==> src/design/i128x87_pkg.sv <==
package i128x87_pkg;

    typedef enum logic [1:0] {
        FUNC_U2F = 2'd0,
        FUNC_S2F = 2'd1,
        FUNC_F2U = 2'd2,
        FUNC_F2S = 2'd3
    } func_t;

    localparam logic [14:0] EXP_BIAS = 15'd16383;
    localparam logic [14:0] EXP_MAX  = 15'h7FFF;
    localparam logic [63:0] TOP_BIT  = 64'h8000000000000000;

    typedef struct packed {
        logic [1:0]  func;
        logic [63:0] int_high;
        logic [63:0] int_low;
        logic        fp_sign;
        logic [14:0] fp_exponent;
        logic [63:0] fp_mantissa;
    } in_beat_t;

    typedef struct packed {
        logic [63:0] res_int_high;
        logic [63:0] res_int_low;
        logic        res_sign;
        logic [14:0] res_exponent;
        logic [63:0] res_mantissa;
    } out_beat_t;

endpackage

==> src/design/i128x87_to_float.sv <==
module i128x87_to_float
(
    input  logic [127:0] value,
    input  logic         signed_op,
    output logic         sign,
    output logic [14:0]  exponent,
    output logic [63:0]  mantissa
);

    logic [127:0] mag;
    logic [127:0] norm;
    logic [6:0]   top;
    logic         found;
    logic         round_up;
    logic [64:0]  sum;

    always_comb
    begin
        sign = signed_op & value[127];
        mag  = sign ? (~value + 128'd1) : value;
        top   = 7'd0;
        found = 1'b0;
        for (int i = 127; i >= 0; i--)
        begin
            if (!found && mag[i])
            begin
                top   = 7'(i);
                found = 1'b1;
            end
        end
        norm     = mag << (7'd127 - top);
        round_up = (norm[63:0] > i128x87_pkg::TOP_BIT)
                 || (norm[63:0] == i128x87_pkg::TOP_BIT && norm[64]);
        sum      = {1'b0, norm[127:64]} + {64'd0, round_up};
        if (!found)
        begin
            exponent = 15'd0;
            mantissa = 64'd0;
        end
        else if (sum[64])
        begin
            exponent = i128x87_pkg::EXP_BIAS + {8'd0, top} + 15'd1;
            mantissa = i128x87_pkg::TOP_BIT;
        end
        else
        begin
            exponent = i128x87_pkg::EXP_BIAS + {8'd0, top};
            mantissa = sum[63:0];
        end
    end

endmodule

==> src/design/i128x87_to_int.sv <==
module i128x87_to_int
(
    input  logic         signed_op,
    input  logic         sign,
    input  logic [14:0]  exponent,
    input  logic [63:0]  mantissa,
    output logic [127:0] result
);

    logic         is_inf;
    logic         is_nan;
    logic         ge_one;
    logic [14:0]  k;
    logic [190:0] wide;
    logic [127:0] mag;

    always_comb
    begin
        is_inf = (exponent == i128x87_pkg::EXP_MAX) && (mantissa == i128x87_pkg::TOP_BIT);
        is_nan = ((exponent == i128x87_pkg::EXP_MAX) && (mantissa != i128x87_pkg::TOP_BIT))
              || ((exponent != 15'd0) && (exponent != i128x87_pkg::EXP_MAX)
                  && !mantissa[63]);
        ge_one = exponent >= i128x87_pkg::EXP_BIAS;
        k      = exponent - i128x87_pkg::EXP_BIAS;
        wide   = {127'd0, mantissa} << k[6:0];
        mag    = wide[190:63];
        if (is_nan)
            result = 128'd0;
        else if (!signed_op)
        begin
            if (sign || !ge_one)
                result = 128'd0;
            else if (is_inf || k >= 15'd128)
                result = '1;
            else
                result = mag;
        end
        else
        begin
            if (is_inf || (ge_one && k >= 15'd127))
                result = sign ? {1'b1, 127'd0} : {1'b0, {127{1'b1}}};
            else if (!ge_one)
                result = 128'd0;
            else
                result = sign ? (~mag + 128'd1) : mag;
        end
    end

endmodule

==> src/design/int128_x87_extended_convert_core.sv <==
// int128 <-> x87 80-bit extended converter
// in channel: in_valid/in_ready carry one in_beat (func, integer and float operand)
// out channel: out_valid/out_ready carry one out_beat with integer and float results
// func 0/1: unsigned/signed integer to float, round to nearest even
// func 2/3: float to unsigned/signed integer, truncating and saturating
// fields unused by the selected func read as zero
// a beat passes through the input register and then the result register
// throughput: one beat per cycle while the receiver is ready, set by the input register and result register
// the conversion logic between them is one combinational pass
// a stalled receiver holds the result register; the input register still
// advances while the result register is empty or being drained
// reset clears both valid flags; no beat is held after reset
module int128_x87_extended_convert_core
(
    input  logic                   clk,
    input  logic                   rst_n,
    input  logic                   in_valid,
    output logic                   in_ready,
    input  i128x87_pkg::in_beat_t  in_beat,
    output logic                   out_valid,
    input  logic                   out_ready,
    output i128x87_pkg::out_beat_t out_beat
);

    i128x87_pkg::in_beat_t  op_reg;
    logic                   op_valid_reg;
    i128x87_pkg::out_beat_t res_reg;
    logic                   res_valid_reg;
    i128x87_pkg::out_beat_t res_next;
    logic                   advance;
    logic                   f_sign;
    logic [14:0]            f_exp;
    logic [63:0]            f_mant;
    logic [127:0]           i_res;
    logic                   to_float;

    assign advance   = !res_valid_reg || out_ready;
    assign in_ready  = !op_valid_reg || advance;
    assign out_valid = res_valid_reg;
    assign out_beat  = res_reg;
    assign to_float  = (op_reg.func == i128x87_pkg::FUNC_U2F)
                    || (op_reg.func == i128x87_pkg::FUNC_S2F);

    i128x87_to_float u_to_float
    (
        .value     ({op_reg.int_high, op_reg.int_low}),
        .signed_op (op_reg.func == i128x87_pkg::FUNC_S2F),
        .sign      (f_sign),
        .exponent  (f_exp),
        .mantissa  (f_mant)
    );

    i128x87_to_int u_to_int
    (
        .signed_op (op_reg.func == i128x87_pkg::FUNC_F2S),
        .sign      (op_reg.fp_sign),
        .exponent  (op_reg.fp_exponent),
        .mantissa  (op_reg.fp_mantissa),
        .result    (i_res)
    );

    always_comb
    begin
        if (to_float)
            res_next = '{res_int_high: 64'd0, res_int_low: 64'd0, res_sign: f_sign,
                         res_exponent: f_exp, res_mantissa: f_mant};
        else
            res_next = '{res_int_high: i_res[127:64], res_int_low: i_res[63:0],
                         res_sign: 1'b0, res_exponent: 15'd0, res_mantissa: 64'd0};
    end

    always_ff @(posedge clk or negedge rst_n)
    begin
        if (!rst_n)
        begin
            op_valid_reg  <= 1'b0;
            res_valid_reg <= 1'b0;
        end
        else
        begin
            if (in_ready)
                op_valid_reg <= in_valid;
            if (advance)
                res_valid_reg <= op_valid_reg;
        end
    end

    always_ff @(posedge clk)
    begin
        if (in_ready && in_valid)
            op_reg <= in_beat;
        if (advance && op_valid_reg)
            res_reg <= res_next;
    end

endmodule
==> config.mk <==
export PLATFORM = sky130hd
export DESIGN_NAME = int128_x87_extended_convert_core
export DESIGN_NICKNAME = d
export VERILOG_FILES = /design/src/design/i128x87_pkg.sv /design/src/design/i128x87_to_float.sv /design/src/design/i128x87_to_int.sv /design/src/design/int128_x87_extended_convert_core.sv
export SDC_FILE = /design/constraint.sdc
export NUM_CORES = 2
export LEC_CHECK = 0
export ABC_CLOCK_PERIOD_IN_PS = 8900
export BUFFER_PORTS_ARGS = -buffer_cell sky130_fd_sc_hd__buf_2
export CAP_MARGIN = 20
export CORE_AREA = 2 2 430 432
export DETAILED_ROUTE_END_ITERATION = 12
export DIE_AREA = 0 0 432 434
export PLACE_DENSITY = 0.45
export RECOVER_POWER = 50
export SLEW_MARGIN = 0
export SYNTH_ARGS = -nofsm -noshare
export SYNTH_HDL_FRONTEND = slang
export SYNTH_HIERARCHICAL = 1
export SYNTH_SLANG_ARGS = --single-unit
==> constraint.sdc <==
create_clock -name clk -period 8.9 [get_ports clk]
set_clock_uncertainty 0.05 [all_clocks]
set_input_delay 0.89 -clock clk [delete_from_list [all_inputs] [get_ports clk]]
set_output_delay 0.89 -clock clk [all_outputs]
set_load 0.02 [all_outputs]
; After elaboration in Yosys (flattened, before gate mapping)
; Cells that the tools add are included.
[totals]
ff_bits = 420
inputBits = 214
output_inout_bits = 210
wordCells = 584
[classes]
n_addsub = 7
n_lt_le_gt_ge = 4
eq_ne = 7
shift = 2
mux = 266
n_bitwise = 5
reduce_logical = 279
[ops]
columns = operator, n
row1 = 2-to-1 mux 128 bit, 8
row2 = 2-to-1 mux 7 bit, 128
row3 = "adder 128 x 1 -> 128 bit, second input constant", 2
row4 = NOT 128 bit, 2
row5 = << shifter 64 x 7 -> 191 bit, 1
row6 = logical AND 1 bit, 135
row7 = logical NOT 1 bit, 131
row8 = "equality test 64 bit, second input constant", 2
row9 = 2-to-1 mux 1 bit, 128
row10 = << shifter 128 x 7 -> 128 bit, 1
row11 = adder 64 x 1 -> 65 bit, 1
row12 = "greater-than comparator 64 bit, second input constant", 1
row13 = 2-to-1 mux 64 bit, 1
row14 = "inequality test 64 bit, second input constant", 1
row15 = "adder 14 x 7 -> 15 bit, first input constant", 1
row16 = "adder 15 x 1 -> 15 bit, second input constant", 1
row17 = "equality test 15 bit, second input constant", 1
row18 = "greater-or-equal comparator 15 x 14 -> 1 bit, second input constant", 1
row19 = "greater-or-equal comparator 15 x 7 -> 1 bit, second input constant", 1
row20 = "greater-or-equal comparator 15 x 8 -> 1 bit, second input constant", 1
row21 = 2-to-1 mux 15 bit, 1
row22 = "inequality test 15 bit, second input constant", 1
row23 = nonzero test 15 bit, 1
row24 = "subtractor 15 x 14 -> 15 bit, second input constant", 1
row25 = other kinds (10), 18

; Logic depth before layout (Yosys ltp)
[depth]
depth_word = 392
depth_mapped = 49
mapped_depth_nobuf = 36

; Modules after synthesis
; Netlist, hierarchy kept.
[by_module_without_submodules]
columns = module, n_inst, cells_per_inst, area_each_um2, seq_area_each_um2
row1 = i128x87_to_float, 1, 3601, 23717.7, 0.0
row2 = i128x87_to_int, 1, 2502, 16742.3, 0.0
row3 = int128_x87_extended_convert_core, 1, 659, 14068.5, 12602.1

; Worst setup path after synthesis
; OpenSTA, ideal clock, no wires.
[synth_path]
kind = register -> register
start = register op_reg[209] in the netlist's numbering
end = register res_reg, in the netlist out_beat[39], data pin
setup_time_ns = 0.257
arrival_time_ns = 9.369
required_time_ns = 8.593
slack_ns = -0.776
stages_incl_launch_ff = 47
path_buffers = 18
period_less_slack_ns = 9.676
path_cell_list = edfxtp_1 buf_2 buf_2 nor2b_1 nand2_1 clkbuf_1 inv_1 buf_6 clkbuf_1 clkbuf_1 clkbuf_1 clkbuf_1 o21ai_0 a32o_1 nand3_1 buf_6 nor2_1 a31o_2 [... 11 more ...] a21oi_1 nor3_1 nand4_1 nor2_1 a211o_1 a22o_1 a211oi_1 ha_1 inv_1 a211o_1 nor4_1 nand3_1 or3_1 buf_4 or3_1 xnor2_1 nor2_1 nor2b_1
[synth_between]
elab_chain_len = 392
word_cells_on_any_way = 525
cone_classes = add/sub (2) / order compare (1) / eq/ne (2) / shift (1) / mux (257) / bitwise (3) / reduce/logical (259)
[synth_rtl]
columns = item, line_no
row1 = start: declaration, int128_x87_extended_convert_core.sv:25  ; i128x87_pkg::in_beat_t op_reg;
row2 = start signal: assignment, int128_x87_extended_convert_core.sv:91  ; op_reg <= in_beat;
row3 = "parallel branches: the longest is 392 deep, another holds 2-to-1 mux 128 bit", --
row4 = end signal: assignment, int128_x87_extended_convert_core.sv:93  ; res_reg <= res_next;
row5 = end: declaration, int128_x87_extended_convert_core.sv:27  ; i128x87_pkg::out_beat_t res_reg;
; Several ways; the timed one is not identified.
; A chain may end at the register's enable or synchronous reset.

; Final worst setup path
[layout_path]
start = register op_reg[124] in the netlist's numbering
end = register res_reg, in the netlist out_beat[39], data pin
[layout_between]
elab_chain_len = 392
word_cells_on_any_way = 522
cone_classes = add/sub (3) / order compare (1) / eq/ne (1) / shift (1) / mux (257) / bitwise (2) / reduce/logical (257)
[layout_rtl]
columns = item, line_no
row1 = NOT 128 bit, i128x87_to_float.sv:20  ; mag = sign ? (~value + 128'd1) : value;
row2 = adder 128 x 1 -> 128 bit, i128x87_to_float.sv:20
row3 = 2-to-1 mux 128 bit (*), i128x87_to_float.sv:20
row4 = "parallel branches: the longest is 389 deep, another holds 2-to-1 mux 1 bit", --
; Mark *: on every way between the ends.

==> impl_metrics.yaml <==
status:
  outcome: "finished with violations"
  violations: "capacitance limit, slew limit, setup timing"
final_layout:
  most-common-layout-cells: "sky130_fd_sc_hd__buf_4, sky130_fd_sc_hd__nor2_1, sky130_fd_sc_hd__nand2_1"
  layout.cells.most_common: "sky130_fd_sc_hd__buf_4"
  finish.net_count: 9286
  non_filler_cells_in_the_finished_layout: 11500
  flow.area_growth_from_synthesis_pct: 45.97
  fillCellCount: 18590
  largest_register_ff_count: 210
  post_route_cells_drive_above_1_share_pct: 40.37
  layout.core_utilization_pct: 43.61
setup_path:
  critPathMaxStageDelay_ns: 0.71
  worst-r2r-cell-count: 40
  cpMaxStageDelayCell: "sky130_fd_sc_hd__a222oi_1"
  worstSetupEndpoint: "out_beat[39]$_SDFFCE_PN0P_"
  timing.setup.critical_path_class: "reg2reg"
  reg2reg_to: "out_beat[39]$_SDFFCE_PN0P_"
  worst-endpoint-required_ns: 9.22
  cp-end-kind: "flop"
  setup.reg_to_reg.worst_slack_ns: -0.50
  critical_path.startpoint_type: "flop"
  worst_path_most_repeated_cell: "sky130_fd_sc_hd__buf_4"
  critical_path.max_fanout: 17
  critical_path_arrival_ns: 9.72
  timing.critical_path.from: "op_reg[124]$_DFFE_PP_"
  regToRegStartpoint: "op_reg[124]$_DFFE_PP_"
synth:
  post-synth-top-area-fraction_pct: 23.02
  synth.net_count: 6985
  edff_count_synth: 418
  postSynthRegisterBits: 420
  synth_sequential_area_ratio_pct: 23.11
  netlist_area_mm2: 0.05453
  asyncSetResetFlopFracSynth_pct: 0.4762
  synthesis.yosys.warnings: 6
  synth.distinct_cells: 148
  postSynthAreaPerCell_um2: 8.064
  netlist_top_cells_area: "sky130_fd_sc_hd__edfxtp_1, sky130_fd_sc_hd__mux2i_1, sky130_fd_sc_hd__a21oi_1, sky130_fd_sc_hd__nor2_1, sky130_fd_sc_hd__nand2_1"
  ys_dominant_reg_cell: "sky130_fd_sc_hd__edfxtp_1"
  synth_area_leader_cell: "sky130_fd_sc_hd__edfxtp_1"
  synth_cells: 6762
power:
  leakage_nw: 31.52
  power.combinational.fraction_pct: 62.4
  clkPwrFrac_pct: 16.5
  total_switching_power_w: 0.005631
  switching_share_pct: 47.42
  power_density_mw_per_mm2: 149.2
  p_seq_share_pct: 21.1
  peak_supply_drop_uv: 201.4
  pint_w: 0.006243
cts:
  clk_path_buf_depth: 3
  cts_htree_levels: 2
  tritoncts: "yes"
  clk_latency_ns: 0.69
  clockRootBuffer: "sky130_fd_sc_hd__clkbuf_16"
  cts_inserted_buffers: 48
  clk_transition_reported_paths_ns: 0.06
  cts_sinks: 420
sta:
  setup_viol: 67
  setup_ws_ns: -0.4983
  fmax_mhz: 106.4
  rsz_0062_raised_after_global_routing: "true"
  timing_max_transition_violations_final: 281
  max_slew.worst_pin.slew_ns: 4.641
  timing.final.hold_violations: 0
  period_share_pct: 105.6
  slew_headroom_pct: -209.6
  finalCriticalPeriod_ns: 9.398
global_routing:
  grt_first_pass_wirelength_mm: 579.9
  use_met1_pct: 50.62
  grt_start_max_net_pins: 144
  grt_remaining_overflow: 0
  antenna_found_initial: 17
  grt_pass1_vias: 71340
  gr-max-usage-layer: "met2"
  global_route.usage.total_pct: 43.83
  groute.layer.met2.usage_pct: 71.06
  globalRouteMet3Util_pct: 7.796
route:
  vias_per_cell: 6.388
  drt_drc_violations_left: 0
  detailroute.via_count: 73440
  detailedRoute.firstIterationViolations: 9238
  antenna_violating_nets_left: 0
  drt-total-wl_mm: 426.3
  dr_pass1_iterations: 6
  routed_wire_length_per_instance_um: 37.08
worst_hold_path:
  hold_path.class: "in2reg"
place:
  numPlacedInstances: 11280
  i_o_buffers: 423
  dp.final_hpwl_mm: 347.3
  place_congestion: 1.095
die:
  coreArea_mm2: 0.1825
  core.rowCount: 157
  fp.dieW_um: 432
  floorplan.die.height_um: 434
  floorplan.initialDensity_pct: 29.88
  die_outline_area_mm2: 0.1875
  io-pin-count: 424
flow_run:
  cap_violations: 4
## repair_timing
item | CTS | global route
endpoints found under the hold margin | 2 | 0
setup buffers | 96 | 17
endpoints found under the setup margin | 72 | 72
gates resized for setup | 372 | 119
gates cloned | 3 | 0
hold buffers | 1 | 0
pin swaps | 119 | 52
## routing by layer
metal  vias up  share of wire (%)
met3      1330                8.1
met4         4                 10
met1     36230                 37
met2      4685                 45
met5         -             0.0045
li1      31190                  -
## power by group through the flow
stage / clock network, W / registers (W) / logic [W]
6_report: 0.00196 / 0.00250 / 0.00741
5_1_grt: 0.00207 / 0.00252 / 0.00750
4_1_cts: 0.00201 / 0.00249 / 0.00706
3_5_place_dp: 0 / 0.00253 / 0.00682
3_3_place_gp: 0 / 0.00252 / 0.00687
2_1_floorplan: 0 / 0.00263 / 0.00283
## cell type report
| type | instances | area [um2] | share of cell area [%] |
|---|---|---|---|
| sequential | 420 | 12600 | 15.83 |
| clock buffer | 57 | 1277 | 1.605 |
| inverter | 51 | 206.4 | 0.2594 |
| antenna | 13 | 32.53 | 0.04087 |
| timing repair buffer | 2841 | 21240 | 26.69 |
| multi-input combinational | 5700 | 41000 | 51.51 |
| clock inverter | 29 | 246.5 | 0.3097 |
| timing repair inverter | 1 | 6.256 | 0.007860 |
| tap | 2385 | 2984 | 3.749 |
## worst max-delay path: cells and delay by family (launching register included)
family | cells | cell delay (ns)
muxes | 1 | 0.08
buffers and inverters | 13 | 2.05
xor gates and xnor gates | 1 | 0.14
adders and majority gates | 1 | 0.25
DFF | 1 | 0.51
AOI/OAI and AO/OA | 9 | 2.29
and+or+nand+nor | 15 | 3.73
## worst min-delay path by stage
stage	to	from	depth (start not counted)	slack [ns]
global placement	out_valid$_DFFE_PN0P_	op_valid_reg$_DFFE_PN0P_	1	0.42
CTS	op_reg[209]$_DFFE_PP_	in_beat[209]	1	0.30
finish	op_reg[208]$_DFFE_PP_	in_beat[208]	1	0.34
detailed placement	out_valid$_DFFE_PN0P_	op_valid_reg$_DFFE_PN0P_	1	0.42
floorplan	out_valid$_DFFE_PN0P_	op_valid_reg$_DFFE_PN0P_	1	0.40
global route	op_reg[208]$_DFFE_PP_	in_beat[208]	1	0.32
## kinds of logic after synthesis
group	share of synthesized area, %
simple gates	26.92
flops	23.11
xor+xnor	5.222
compound gates	28.07
mux	10.39
fa+ha+maj	0.2065
buf+inv	6.078
## Yosys cell counts (63+ instances only)
cell and instances:
sky130_fd_sc_hd__edfxtp_1 418, sky130_fd_sc_hd__mux2i_1 247, sky130_fd_sc_hd__a22oi_1 94, sky130_fd_sc_hd__buf_6 63
sky130_fd_sc_hd__nor2_1 543, sky130_fd_sc_hd__nand3_1 277, sky130_fd_sc_hd__a21oi_1 480, sky130_fd_sc_hd__o21ai_0 366
sky130_fd_sc_hd__nor2b_1 92, sky130_fd_sc_hd__nand4_1 108, sky130_fd_sc_hd__o22ai_1 111, sky130_fd_sc_hd__xor2_1 134
sky130_fd_sc_hd__nor3_1 308, sky130_fd_sc_hd__a31oi_1 135, sky130_fd_sc_hd__mux2_2 139, sky130_fd_sc_hd__a211oi_1 159
sky130_fd_sc_hd__mux4_2 68, sky130_fd_sc_hd__or3_1 63, sky130_fd_sc_hd__o211ai_1 97, sky130_fd_sc_hd__buf_2 148
sky130_fd_sc_hd__xnor2_1 183, sky130_fd_sc_hd__nand2_1 518, sky130_fd_sc_hd__and2_1 176, sky130_fd_sc_hd__clkbuf_1 274
sky130_fd_sc_hd__nor4_1 184
## stage by stage
| step | total power, W | instance area [um2] | setup TNS (ns) | setup slack, ns | hold slack (ns) |
|---|---|---|---|---|---|
| 2_1_floorplan | 0.005459 | 54610 | -0.01344 | -0.01344 | 0.3990 |
| 3_3_place_gp | 0.009391 | 74800 | -95.64 | -1.563 | 0.4244 |
| 3_5_place_dp | 0.009354 | 74850 | -85.57 | -1.378 | 0.4220 |
| 4_1_cts | 0.01156 | 78890 | -5.583 | -0.1833 | 0.3027 |
| 5_1_grt | 0.01209 | 79580 | -35.33 | -0.6214 | 0.3244 |
| 6_report | 0.01187 | 79590 | -23.54 | -0.4983 | 0.3400 |
No activity file was read; power rests on OpenSTA's default activity.
